**src/design/tlbcr_pkg.sv**
```systemverilog
package tlbcr_pkg;

  localparam int TLB_ENTRIES = 4;
  localparam int VPN_BITS    = 16;
  localparam int PPN_BITS    = 16;
  localparam int HAND_W      = (TLB_ENTRIES > 1) ? $clog2(TLB_ENTRIES) : 1;

  typedef enum logic {
    OP_FILL = 1'b0,
    OP_REF  = 1'b1
  } opcode_t;

  typedef enum logic [1:0] {
    ST_IDLE,
    ST_SCAN,
    ST_RESP
  } state_t;

  typedef struct packed {
    opcode_t     opcode;
    logic [1:0]  ref_slot;
    logic [15:0] entry_vpn;
    logic [15:0] entry_ppn;
    logic        entry_valid;
    logic        entry_read_only;
    logic        entry_dirty;
  } in_t;

  typedef struct packed {
    logic [1:0]  slot;
    logic        evicted_valid;
    logic [15:0] evicted_vpn;
  } out_t;

  // sequencer -> entry store
  typedef struct packed {
    logic              use_set;
    logic              use_clr;
    logic              wr;
    logic [HAND_W-1:0] idx;
  } store_ctl_t;

  // entry store -> sequencer, slot under idx
  typedef struct packed {
    logic                valid;
    logic                use_bit;
    logic [VPN_BITS-1:0] vpn;
  } store_rd_t;

endpackage

```
**src/design/tlbcr_store.sv**
```systemverilog
module tlbcr_store
  import tlbcr_pkg::*;
(
  input  logic       clk,
  input  logic       rst_n,
  input  store_ctl_t ctl,
  input  in_t        wr_item,
  output store_rd_t  rd
);

  logic [VPN_BITS-1:0] vpn_r       [TLB_ENTRIES];
  logic [PPN_BITS-1:0] ppn_r       [TLB_ENTRIES];
  logic                dirty_r     [TLB_ENTRIES];
  logic                read_only_r [TLB_ENTRIES];
  logic [TLB_ENTRIES-1:0] valid_r;
  logic [TLB_ENTRIES-1:0] use_r;

  always_ff @(posedge clk) begin
    if (!rst_n) begin
      valid_r <= '0;
      use_r   <= '0;
    end else begin
      if (ctl.wr) begin
        valid_r[ctl.idx] <= wr_item.entry_valid;
        use_r[ctl.idx]   <= 1'b1;
      end else if (ctl.use_clr) begin
        use_r[ctl.idx] <= 1'b0;
      end else if (ctl.use_set) begin
        use_r[ctl.idx] <= 1'b1;
      end
    end
  end

  always_ff @(posedge clk) begin
    if (ctl.wr) begin
      vpn_r[ctl.idx]       <= VPN_BITS'(wr_item.entry_vpn);
      ppn_r[ctl.idx]       <= PPN_BITS'(wr_item.entry_ppn);
      dirty_r[ctl.idx]     <= wr_item.entry_dirty;
      read_only_r[ctl.idx] <= wr_item.entry_read_only;
    end
  end

  assign rd.valid   = valid_r[ctl.idx];
  assign rd.use_bit = use_r[ctl.idx];
  assign rd.vpn     = vpn_r[ctl.idx];

endmodule

```
**src/design/tlbcr_seq.sv**
```systemverilog
module tlbcr_seq
  import tlbcr_pkg::*;
(
  input  logic       clk,
  input  logic       rst_n,
  input  logic       in_valid,
  output logic       in_ready,
  input  in_t        in_data,
  output logic       out_valid,
  input  logic       out_ready,
  output out_t       out_data,
  output store_ctl_t ctl,
  output in_t        wr_item,
  input  store_rd_t  rd
);

  state_t            state_r, state_nxt;
  logic [HAND_W-1:0] hand_r, hand_nxt;
  in_t               item_r, item_nxt;
  out_t              out_r, out_nxt;

  logic              in_beat;
  logic              ref_in_range;
  logic              second_chance;
  logic [HAND_W-1:0] hand_inc;

  assign in_beat       = in_valid && in_ready;
  assign ref_in_range  = 32'(in_data.ref_slot) < TLB_ENTRIES;
  assign second_chance = rd.valid && rd.use_bit;
  assign hand_inc      = (hand_r == HAND_W'(TLB_ENTRIES - 1)) ? '0 : hand_r + 1'b1;

  // next state
  always_comb begin
    state_nxt = state_r;
    case (state_r)
      ST_IDLE: begin
        if (in_beat) state_nxt = (in_data.opcode == OP_REF) ? ST_RESP : ST_SCAN;
      end
      ST_SCAN: begin
        if (!second_chance) state_nxt = ST_RESP;
      end
      ST_RESP: begin
        if (out_ready) state_nxt = ST_IDLE;
      end
      default: state_nxt = ST_IDLE;
    endcase
  end

  // outputs and store control
  always_comb begin
    in_ready    = 1'b0;
    out_valid   = 1'b0;
    ctl.use_set = 1'b0;
    ctl.use_clr = 1'b0;
    ctl.wr      = 1'b0;
    ctl.idx     = hand_r;
    case (state_r)
      ST_IDLE: begin
        in_ready = 1'b1;
        // ready is always high here, so valid alone marks the beat
        if (in_valid && in_data.opcode == OP_REF) begin
          ctl.idx     = HAND_W'(in_data.ref_slot);
          ctl.use_set = ref_in_range;
        end
      end
      ST_SCAN: begin
        // valid + used: clear and move on; otherwise this is the victim
        ctl.use_clr = second_chance;
        ctl.wr      = !second_chance;
      end
      ST_RESP: out_valid = 1'b1;
      default: ;
    endcase
  end

  // datapath
  always_comb begin
    hand_nxt = hand_r;
    item_nxt = item_r;
    out_nxt  = out_r;
    case (state_r)
      ST_IDLE: begin
        if (in_beat) begin
          item_nxt              = in_data;
          out_nxt.slot          = in_data.ref_slot;
          out_nxt.evicted_valid = 1'b0;
          out_nxt.evicted_vpn   = '0;
        end
      end
      ST_SCAN: begin
        if (second_chance) begin
          hand_nxt = hand_inc;
        end else begin
          out_nxt.slot          = 2'(hand_r);
          out_nxt.evicted_valid = rd.valid;
          out_nxt.evicted_vpn   = rd.valid ? 16'(rd.vpn) : '0;
        end
      end
      default: ;
    endcase
  end

  always_ff @(posedge clk) begin
    if (!rst_n) begin
      state_r <= ST_IDLE;
      hand_r  <= '0;
    end else begin
      state_r <= state_nxt;
      hand_r  <= hand_nxt;
    end
  end

  always_ff @(posedge clk) begin
    item_r <= item_nxt;
    out_r  <= out_nxt;
  end

  assign out_data = out_r;
  assign wr_item  = item_r;

endmodule

```
**src/design/tlb_clock_replacement.sv**
```systemverilog
// channel  ports                              beat
// -------  ---------------------------------  ------------------------------
// input    in_valid, in_ready, in_data        one fill or reference command
// output   out_valid, out_ready, out_data     slot and evicted entry
//
// Reference: the result is offered in the cycle after accept.
// Fill: accepted, then a scan through the entry store (one slot examined per
// cycle under the clock hand) until an invalid or unused slot is found; that
// slot is written and then the result is offered.
// in_ready is low from accept until the result beat is taken.
// rst_n (sync) empties the TLB and returns the hand to slot 0.
module tlb_clock_replacement
  import tlbcr_pkg::*;
(
  input  logic clk,
  input  logic rst_n,
  input  logic in_valid,
  output logic in_ready,
  input  in_t  in_data,
  output logic out_valid,
  input  logic out_ready,
  output out_t out_data
);

  store_ctl_t ctl;
  store_rd_t  rd;
  in_t        wr_item;

  tlbcr_seq u_seq (
    .clk       (clk),
    .rst_n     (rst_n),
    .in_valid  (in_valid),
    .in_ready  (in_ready),
    .in_data   (in_data),
    .out_valid (out_valid),
    .out_ready (out_ready),
    .out_data  (out_data),
    .ctl       (ctl),
    .wr_item   (wr_item),
    .rd        (rd)
  );

  tlbcr_store u_store (
    .clk     (clk),
    .rst_n   (rst_n),
    .ctl     (ctl),
    .wr_item (wr_item),
    .rd      (rd)
  );

endmodule
```
**config.mk**
```make
export PLATFORM = sky130hd
export DESIGN_NAME = tlb_clock_replacement
export DESIGN_NICKNAME = d
export VERILOG_FILES = /design/src/design/tlbcr_pkg.sv /design/src/design/tlbcr_store.sv /design/src/design/tlbcr_seq.sv /design/src/design/tlb_clock_replacement.sv
export SDC_FILE = /design/constraint.sdc
export NUM_CORES = 1
export LEC_CHECK = 0
export BUFFER_PORTS_ARGS = -buffer_cell sky130_fd_sc_hd__buf_4
export CAP_MARGIN = 10
export CORE_ASPECT_RATIO = 0.9
export CORE_MARGIN = 2
export CORE_UTILIZATION = 45
export DETAILED_ROUTE_END_ITERATION = 7
export PLACE_DENSITY = 0.64
export SLEW_MARGIN = 20
export SYNTH_ARGS = -nofsm -noshare
export SYNTH_HDL_FRONTEND = slang
export SYNTH_SLANG_ARGS = --single-unit
```
**constraint.sdc**
```tcl
create_clock -name clk -period 3.2 [get_ports clk]
set_input_delay 0 -clock clk [delete_from_list [all_inputs] [get_ports clk]]
set_output_delay 0 -clock clk [all_outputs]
set_load 0.01 [all_outputs]
```
==> run_results.csv, run 1 <==
group,metric,value,unit
synth,synthCells,219,
timing,min_period,3050,ps
run_status,status,"finished, final reports clean",
placement,dp_hpwl,4.50,mm
clock_tree,cts_tree,"yes",
global_routing,grt_usage,15.6,%
global_routing,gr-total-overflow,0,
synth,synth-edff-count,100,
final_layout,nets,346,
final_layout,multi_input_area,945,um^2
timing,max_freq,0.328,GHz
power,power_switching_share,21.2,%
final_layout,nFillCells,726,
clock_tree,cts.root.buffer_cell,"clkbuf_8",
routing,vias_per_cell,5.08,
worst_setup_path,worstSetupEndpointType,"flip-flop",
worst_setup_path,crit_chain,"and4bb_2 > mux2i_4 > mux4_2 > buf_4 > nand3_1 > a21boi_0 > dlygate4sd3_1",
worst_setup_path,criticalPathCategory,"flip-flop to flip-flop",
global_routing,grt_pass1_vias,2220,
timing,clock_skew,10.7,ps
synth,synth_warnings,0,
power,peakVddDrop,0.308,mV
worst_setup_path,start_kind,"flip-flop",
clock_tree,htreeDepth,3,
placement,place_congestion,0.776,
synth,synth_seq_cells,112,
final_layout,area_growth,24.2,%
job,maxCapViolations,0,
final_layout,final_common_cell,"edfxtp_1",
synth,seq_area_frac_synth,77.0,%
timing,setup_tns,0,ps
power,p_sw,0.570,mW
power,p_int,2.11,mW
timing,hold_ws,285,ps
power,seqPwrFrac,62.1,%
power,clkPwrFrac,30.6,%
final_layout,drive_above_1_share,34.4,%
power,power,2.68,mW
final_layout,design_area,5230,um^2
worst_setup_path,cp.arrival,3310,ps
worst_setup_path,slowest_stage,"mux4_2",
global_routing,grt_max_degree,23,
routing,drc,0,
synth,async_flop_share,0,%
worst_hold_path,min_path_type,"input port to flip-flop",
global_routing,grt_pass1_wl,11.5,mm
floorplanning,num_io_pins,63,
clock_tree,clkLatencyLatePin,370,ps
timing,drv_slew,0,
routing,ant_nets,0,
synth,synth_area_per_cell,19.2,um^2
synth,synth_nets,262,
final_layout,final_cell_mix,"edfxtp_1 (100), buf_4 (61), dlygate4sd3_1 (23)",
floorplanning,die_y,95.8,um
timing,setup-violations-final,0,
routing,wl_per_cell,17.0,um
timing,worst_pin_slew,498,ps
worst_setup_path,cp_data_required_time,3460,ps
clock_tree,ctsLongestPathBuffers,2,
routing,drt-total-wl,7.29,mm
timing,rsz0062_at_grt,"no",
power,combinationalPowerShare,7.3,%
routing,dr.first_iter.drc_count,94,
worst_setup_path,path_max_fanout,21,
floorplanning,start_util,46.1,%
power,leakage,1.92,nW
routing,via_count,2184,
final_layout,diodes,0,
power,pwr_density_cell,513,nW/um^2
floorplanning,row_count,33,
synth,synth_cell_types,32,
clock_tree,clkTransAtPathRegs,90,ps
timing,period_share,95.3,%
floorplanning,die_w,106,um
timing,relSlewSlack,66.8,%
final_layout,regArea,3240,um^2
placement,placed_area,4810,um^2
timing,timing.final.hold_violations,0,
worst_setup_path,rrSetupSlack,150,ps
clock_tree,cts_buffers,9,
placement,io_buffers,44,
floorplanning,die_area,10100,um^2
synth,synth_area,4210,um^2
global_routing,antenna_found_initial,0,
floorplanning,core,9130,um^2
clock_tree,cts.sinks,112,
routing,drtPass1Iterations,4,
synth,ys_dominant_reg_cell,"edfxtp_1",
worst_setup_path,max_stage_delay,610,ps
Yosys cell counts, types with 3 or more instances:
cell type	count	area share (%)
clkbuf_1	6	0.53
mux4_2	18	9.6
nor2_1	6	0.53
o221a_2	3	0.80
buf_2	4	0.48
edfxtp_1	100	71
mux2i_1	5	1.2
dfxtp_1	12	5.7
nand2_1	16	1.4
nand2b_1	5	0.74
and3_1	17	2.5
worst paths after layout:
path / depth (start not counted) / from / endpoint
worst max-delay path: 7 / u_seq.state_r[0]$_SDFFE_PN0P_ / u_seq.state_r[0]$_SDFFE_PN0P_
worst max register to register: 7 / u_seq.state_r[0]$_SDFFE_PN0P_ / u_seq.state_r[0]$_SDFFE_PN0P_
worst min register to register: 2 / u_store.valid_r[2]$_SDFFE_PN0P_ / u_store.valid_r[2]$_SDFFE_PN0P_
worst min-delay path: 6 / in_valid / flip-flop
cell type report:
type | count | share of cell area, %
clock inverter | 6 | 1.29
tap | 122 | 2.92
clock buffer | 10 | 2.44
timing repair buffer | 84 | 13.2
sequential | 112 | 62.0
multi-input combinational | 94 | 18.1
inverter | 2 | 0.144
cell families after synthesis:
group / Yosys count / share of synthesized area [%]
flip-flops: 112 / 77.0
AND/OR/NAND/NOR: 54 / 6.75
multiplexers: 25 / 11.5
AO/OA/AOI/OAI: 14 / 3.18
buffers and inverters: 13 / 1.28
adder cells (fa/ha/maj): 1 / 0.297
power groups by stage:
stage                     combinational, mW  clock (mW)  sequential (mW)
after floorplan                      0.0797           0             1.70
after global placement                0.175           0             1.70
after detailed placement              0.177           0             1.70
after CTS                             0.199       0.841             1.67
after global routing                  0.213       0.899             1.67
final                                 0.197       0.820             1.67
metrics by stage:
stage | utilization (%) | worst slack, ps | instances
2_1_floorplan | - | 170 | 219
3_3_place_gp | 52.7 | 421 | 391
3_5_place_dp | 52.7 | 400 | 391
4_1_cts | 57.3 | 144 | 430
5_1_grt | 57.3 | 32.9 | 430
6_report | 57.3 | 150 | 430
repair_timing:
action / 4_1_cts / 5_1_grt
setup buffers: 0 / 0
hold endpoints to repair: 30 / 0
resized for setup: 0 / 0
hold buffers: 23 / 0
layer usage:
| metal | up-vias | share of wire [%] | track usage, % |
|---|---|---|---|
| li1 | 1033 | - | - |
| met1 | 1102 | 45 | 20.2 |
| met2 | 44 | 50 | 26.4 |
| met3 | 5 | 3.4 | 4.27 |
| met4 | 0 | 0.97 | 4.28 |
| met5 | - | 0 | 0 |
state kept, by name (all words and copies together) (netlist names), named ones only:
name             flops
u_seq.hand_r         2
u_store.valid_r      4
u_store.vpn_r       64
u_seq.state_r        2
u_seq.wr_item       17
u_seq.out_data      19
worst max-delay path: cells and delay by family, from the launching register on:
kind | cells | cell delay (ps)
mux | 2 | 950
buf+inv | 2 | 820
simple gates | 2 | 690
flops | 1 | 360
compound gates | 1 | 130
Power figures use the tool's default switching activity.
==> run 2: changes to the inputs <==
--- a/config.mk
+++ b/config.mk
@@ -12,6 +12,7 @@
 export CORE_UTILIZATION = 45
 export DETAILED_ROUTE_END_ITERATION = 7
 export PLACE_DENSITY = 0.64
+export RECOVER_POWER = 25
 export SLEW_MARGIN = 20
 export SYNTH_ARGS = -nofsm -noshare
 export SYNTH_HDL_FRONTEND = slang
==> run 2 against run 1 <==
Net effect:
- sequential power hardly changed
- cell count is the same
- sequential cell count unchanged
- power hardly changed
- critical endpoint unchanged
- largest cell class unchanged
- largest power group unchanged
==> run_results.csv, run 2 (synthesis gave the netlist of run 1 again) <==
group,metric,value,unit
floorplanning,core,9130,um^2
worst_setup_path,path_max_fanout,21,
worst_hold_path,min_path_type,"input port to flip-flop",
global_routing,grt_use_met3,4.27,%
final_layout,nFillCells,726,
floorplanning,num_io_pins,63,
final_layout,drive_above_1_share,34.4,%
global_routing,busiest_layer,"met2",
global_routing,grt_max_degree,23,
clock_tree,clkTransAtPathRegs,90,ps
routing,via_count,2190,
routing,drt-total-wl,7.26,mm
final_layout,multi_input_area,945,um^2
floorplanning,die_y,95.8,um
global_routing,gr-total-overflow,0,
timing,timing.final.hold_violations,0,
worst_setup_path,criticalPathCategory,"flip-flop to flip-flop",
routing,vias_per_cell,5.09,
routing,ant_nets,0,
global_routing,grt_pass1_vias,2220,
run_status,status,"finished, final reports clean",
final_layout,largest_reg_flops,64,
worst_setup_path,cp.arrival,3300,ps
floorplanning,die_w,106,um
timing,setup_tns,0,ps
floorplanning,die_area,10100,um^2
routing,drc,0,
placement,io_buffers,44,
clock_tree,cts_buffers,9,
global_routing,grt_use_met2,26.4,%
final_layout,final_common_cell,"edfxtp_1",
timing,period_share,95.2,%
final_layout,final_cell_mix,"edfxtp_1 (100), buf_4 (44), dlygate4sd3_1 (23)",
global_routing,grt_usage,15.6,%
clock_tree,clkLatencyLatePin,370,ps
clock_tree,ctsLongestPathBuffers,2,
timing,setup-violations-final,0,
timing,drv_slew,0,
global_routing,antenna_found_initial,0,
power,leakage,1.92,nW
worst_setup_path,start_kind,"flip-flop",
worst_setup_path,worstSetupEndpointType,"flip-flop",
clock_tree,cts.root.buffer_cell,"clkbuf_8",
timing,relSlewSlack,66.7,%
clock_tree,htreeDepth,3,
placement,place_congestion,0.776,
timing,clock_skew,10.7,ps
power,peakVddDrop,0.308,mV
placement,dp_hpwl,4.50,mm
timing,rsz0062_at_grt,"no",
clock_tree,cts.sinks,112,
timing,min_period,3050,ps
timing,max_freq,0.328,GHz
job,maxCapViolations,0,
final_layout,largest-register,"u_store.vpn_r",
timing,worst_pin_slew,499,ps
final_layout,nets,346,
floorplanning,start_util,46.1,%
worst_setup_path,rrSetupSlack,150,ps
final_layout,diodes,0,
power,pwr_density_cell,513,nW/um^2
floorplanning,row_count,33,
global_routing,use_met1,20.2,%
final_layout,regArea,3240,um^2
final_layout,area_growth,24.2,%
worst_setup_path,cp_data_required_time,3460,ps
routing,wl_per_cell,16.9,um
final_layout,final_util,57.3,%
clock_tree,cts_tree,"yes",
routing,drtPass1Iterations,6,
routing,dr.first_iter.drc_count,97,
global_routing,grt_pass1_wl,11.5,mm
run 2: area by class of cell:
type	instances	share of cell area (%)
Tap cell	122	2.92
Sequential cell	112	62.0
Multi-Input combinational cell	94	18.1
Clock inverter	6	1.29
Clock buffer	10	2.44
Timing Repair Buffer	84	13.2
Inverter	2	0.144
run 2: what timing repair did:
| action | 4_1_cts | 5_1_grt |
|---|---|---|
| endpoints found under the hold margin | 30 | 0 |
| gates resized for setup | 0 | 0 |
| buffers inserted | 0 | 0 |
| hold buffers | 23 | 0 |
run 2: path summary, 6_finish.rpt:
kind	startpoint	end	depth (start not counted)
setup / recovery	u_seq.state_r[0]$_SDFFE_PN0P_	u_seq.state_r[0]$_SDFFE_PN0P_	7
hold / removal	in_valid	flip-flop	6
setup reg to reg	u_seq.state_r[0]$_SDFFE_PN0P_	u_seq.state_r[0]$_SDFFE_PN0P_	7
hold reg to reg	u_store.valid_r[2]$_SDFFE_PN0P_	u_store.valid_r[2]$_SDFFE_PN0P_	2
run 2: stage by stage:
| step | setup WS [ps] | hold WS (ps) | area [um^2] | instances | total power [mW] |
|---|---|---|---|---|---|
| 6_report | 153 | 285 | 5230 | 430 | 2.68 |
| 5_1_grt | 32.9 | 285 | 5230 | 430 | 2.78 |
| 4_1_cts | 144 | 268 | 5230 | 430 | 2.71 |
| 3_5_place_dp | 400 | 179 | 4810 | 391 | 1.88 |
| 3_3_place_gp | 421 | 178 | 4810 | 391 | 1.87 |
| 2_1_floorplan | 170 | 98.9 | 4220 | 219 | 1.78 |
run 2: routing by layer:
layer	share of wire (%)	vias up
met1	45	1102
met5	0	-
met3	3.6	5
li1	-	1033
met2	50	50
met4	0.98	0
run 2: critical path, stage by stage (launching register included):
cell and delay, ps:
dfxtp_1 360, and4bb_2 410, mux2i_4 340, mux4_2 610
buf_4 240, nand3_1 280, a21boi_0 130, dlygate4sd3_1 570
run 2: report_power, final:
group | internal [mW] | leakage [nW] | switching (mW)
Combinational | 0.102 | 0.791 | 0.0929
Sequential | 1.64 | 1.03 | 0.0226
Clock | 0.367 | 0.0982 | 0.453
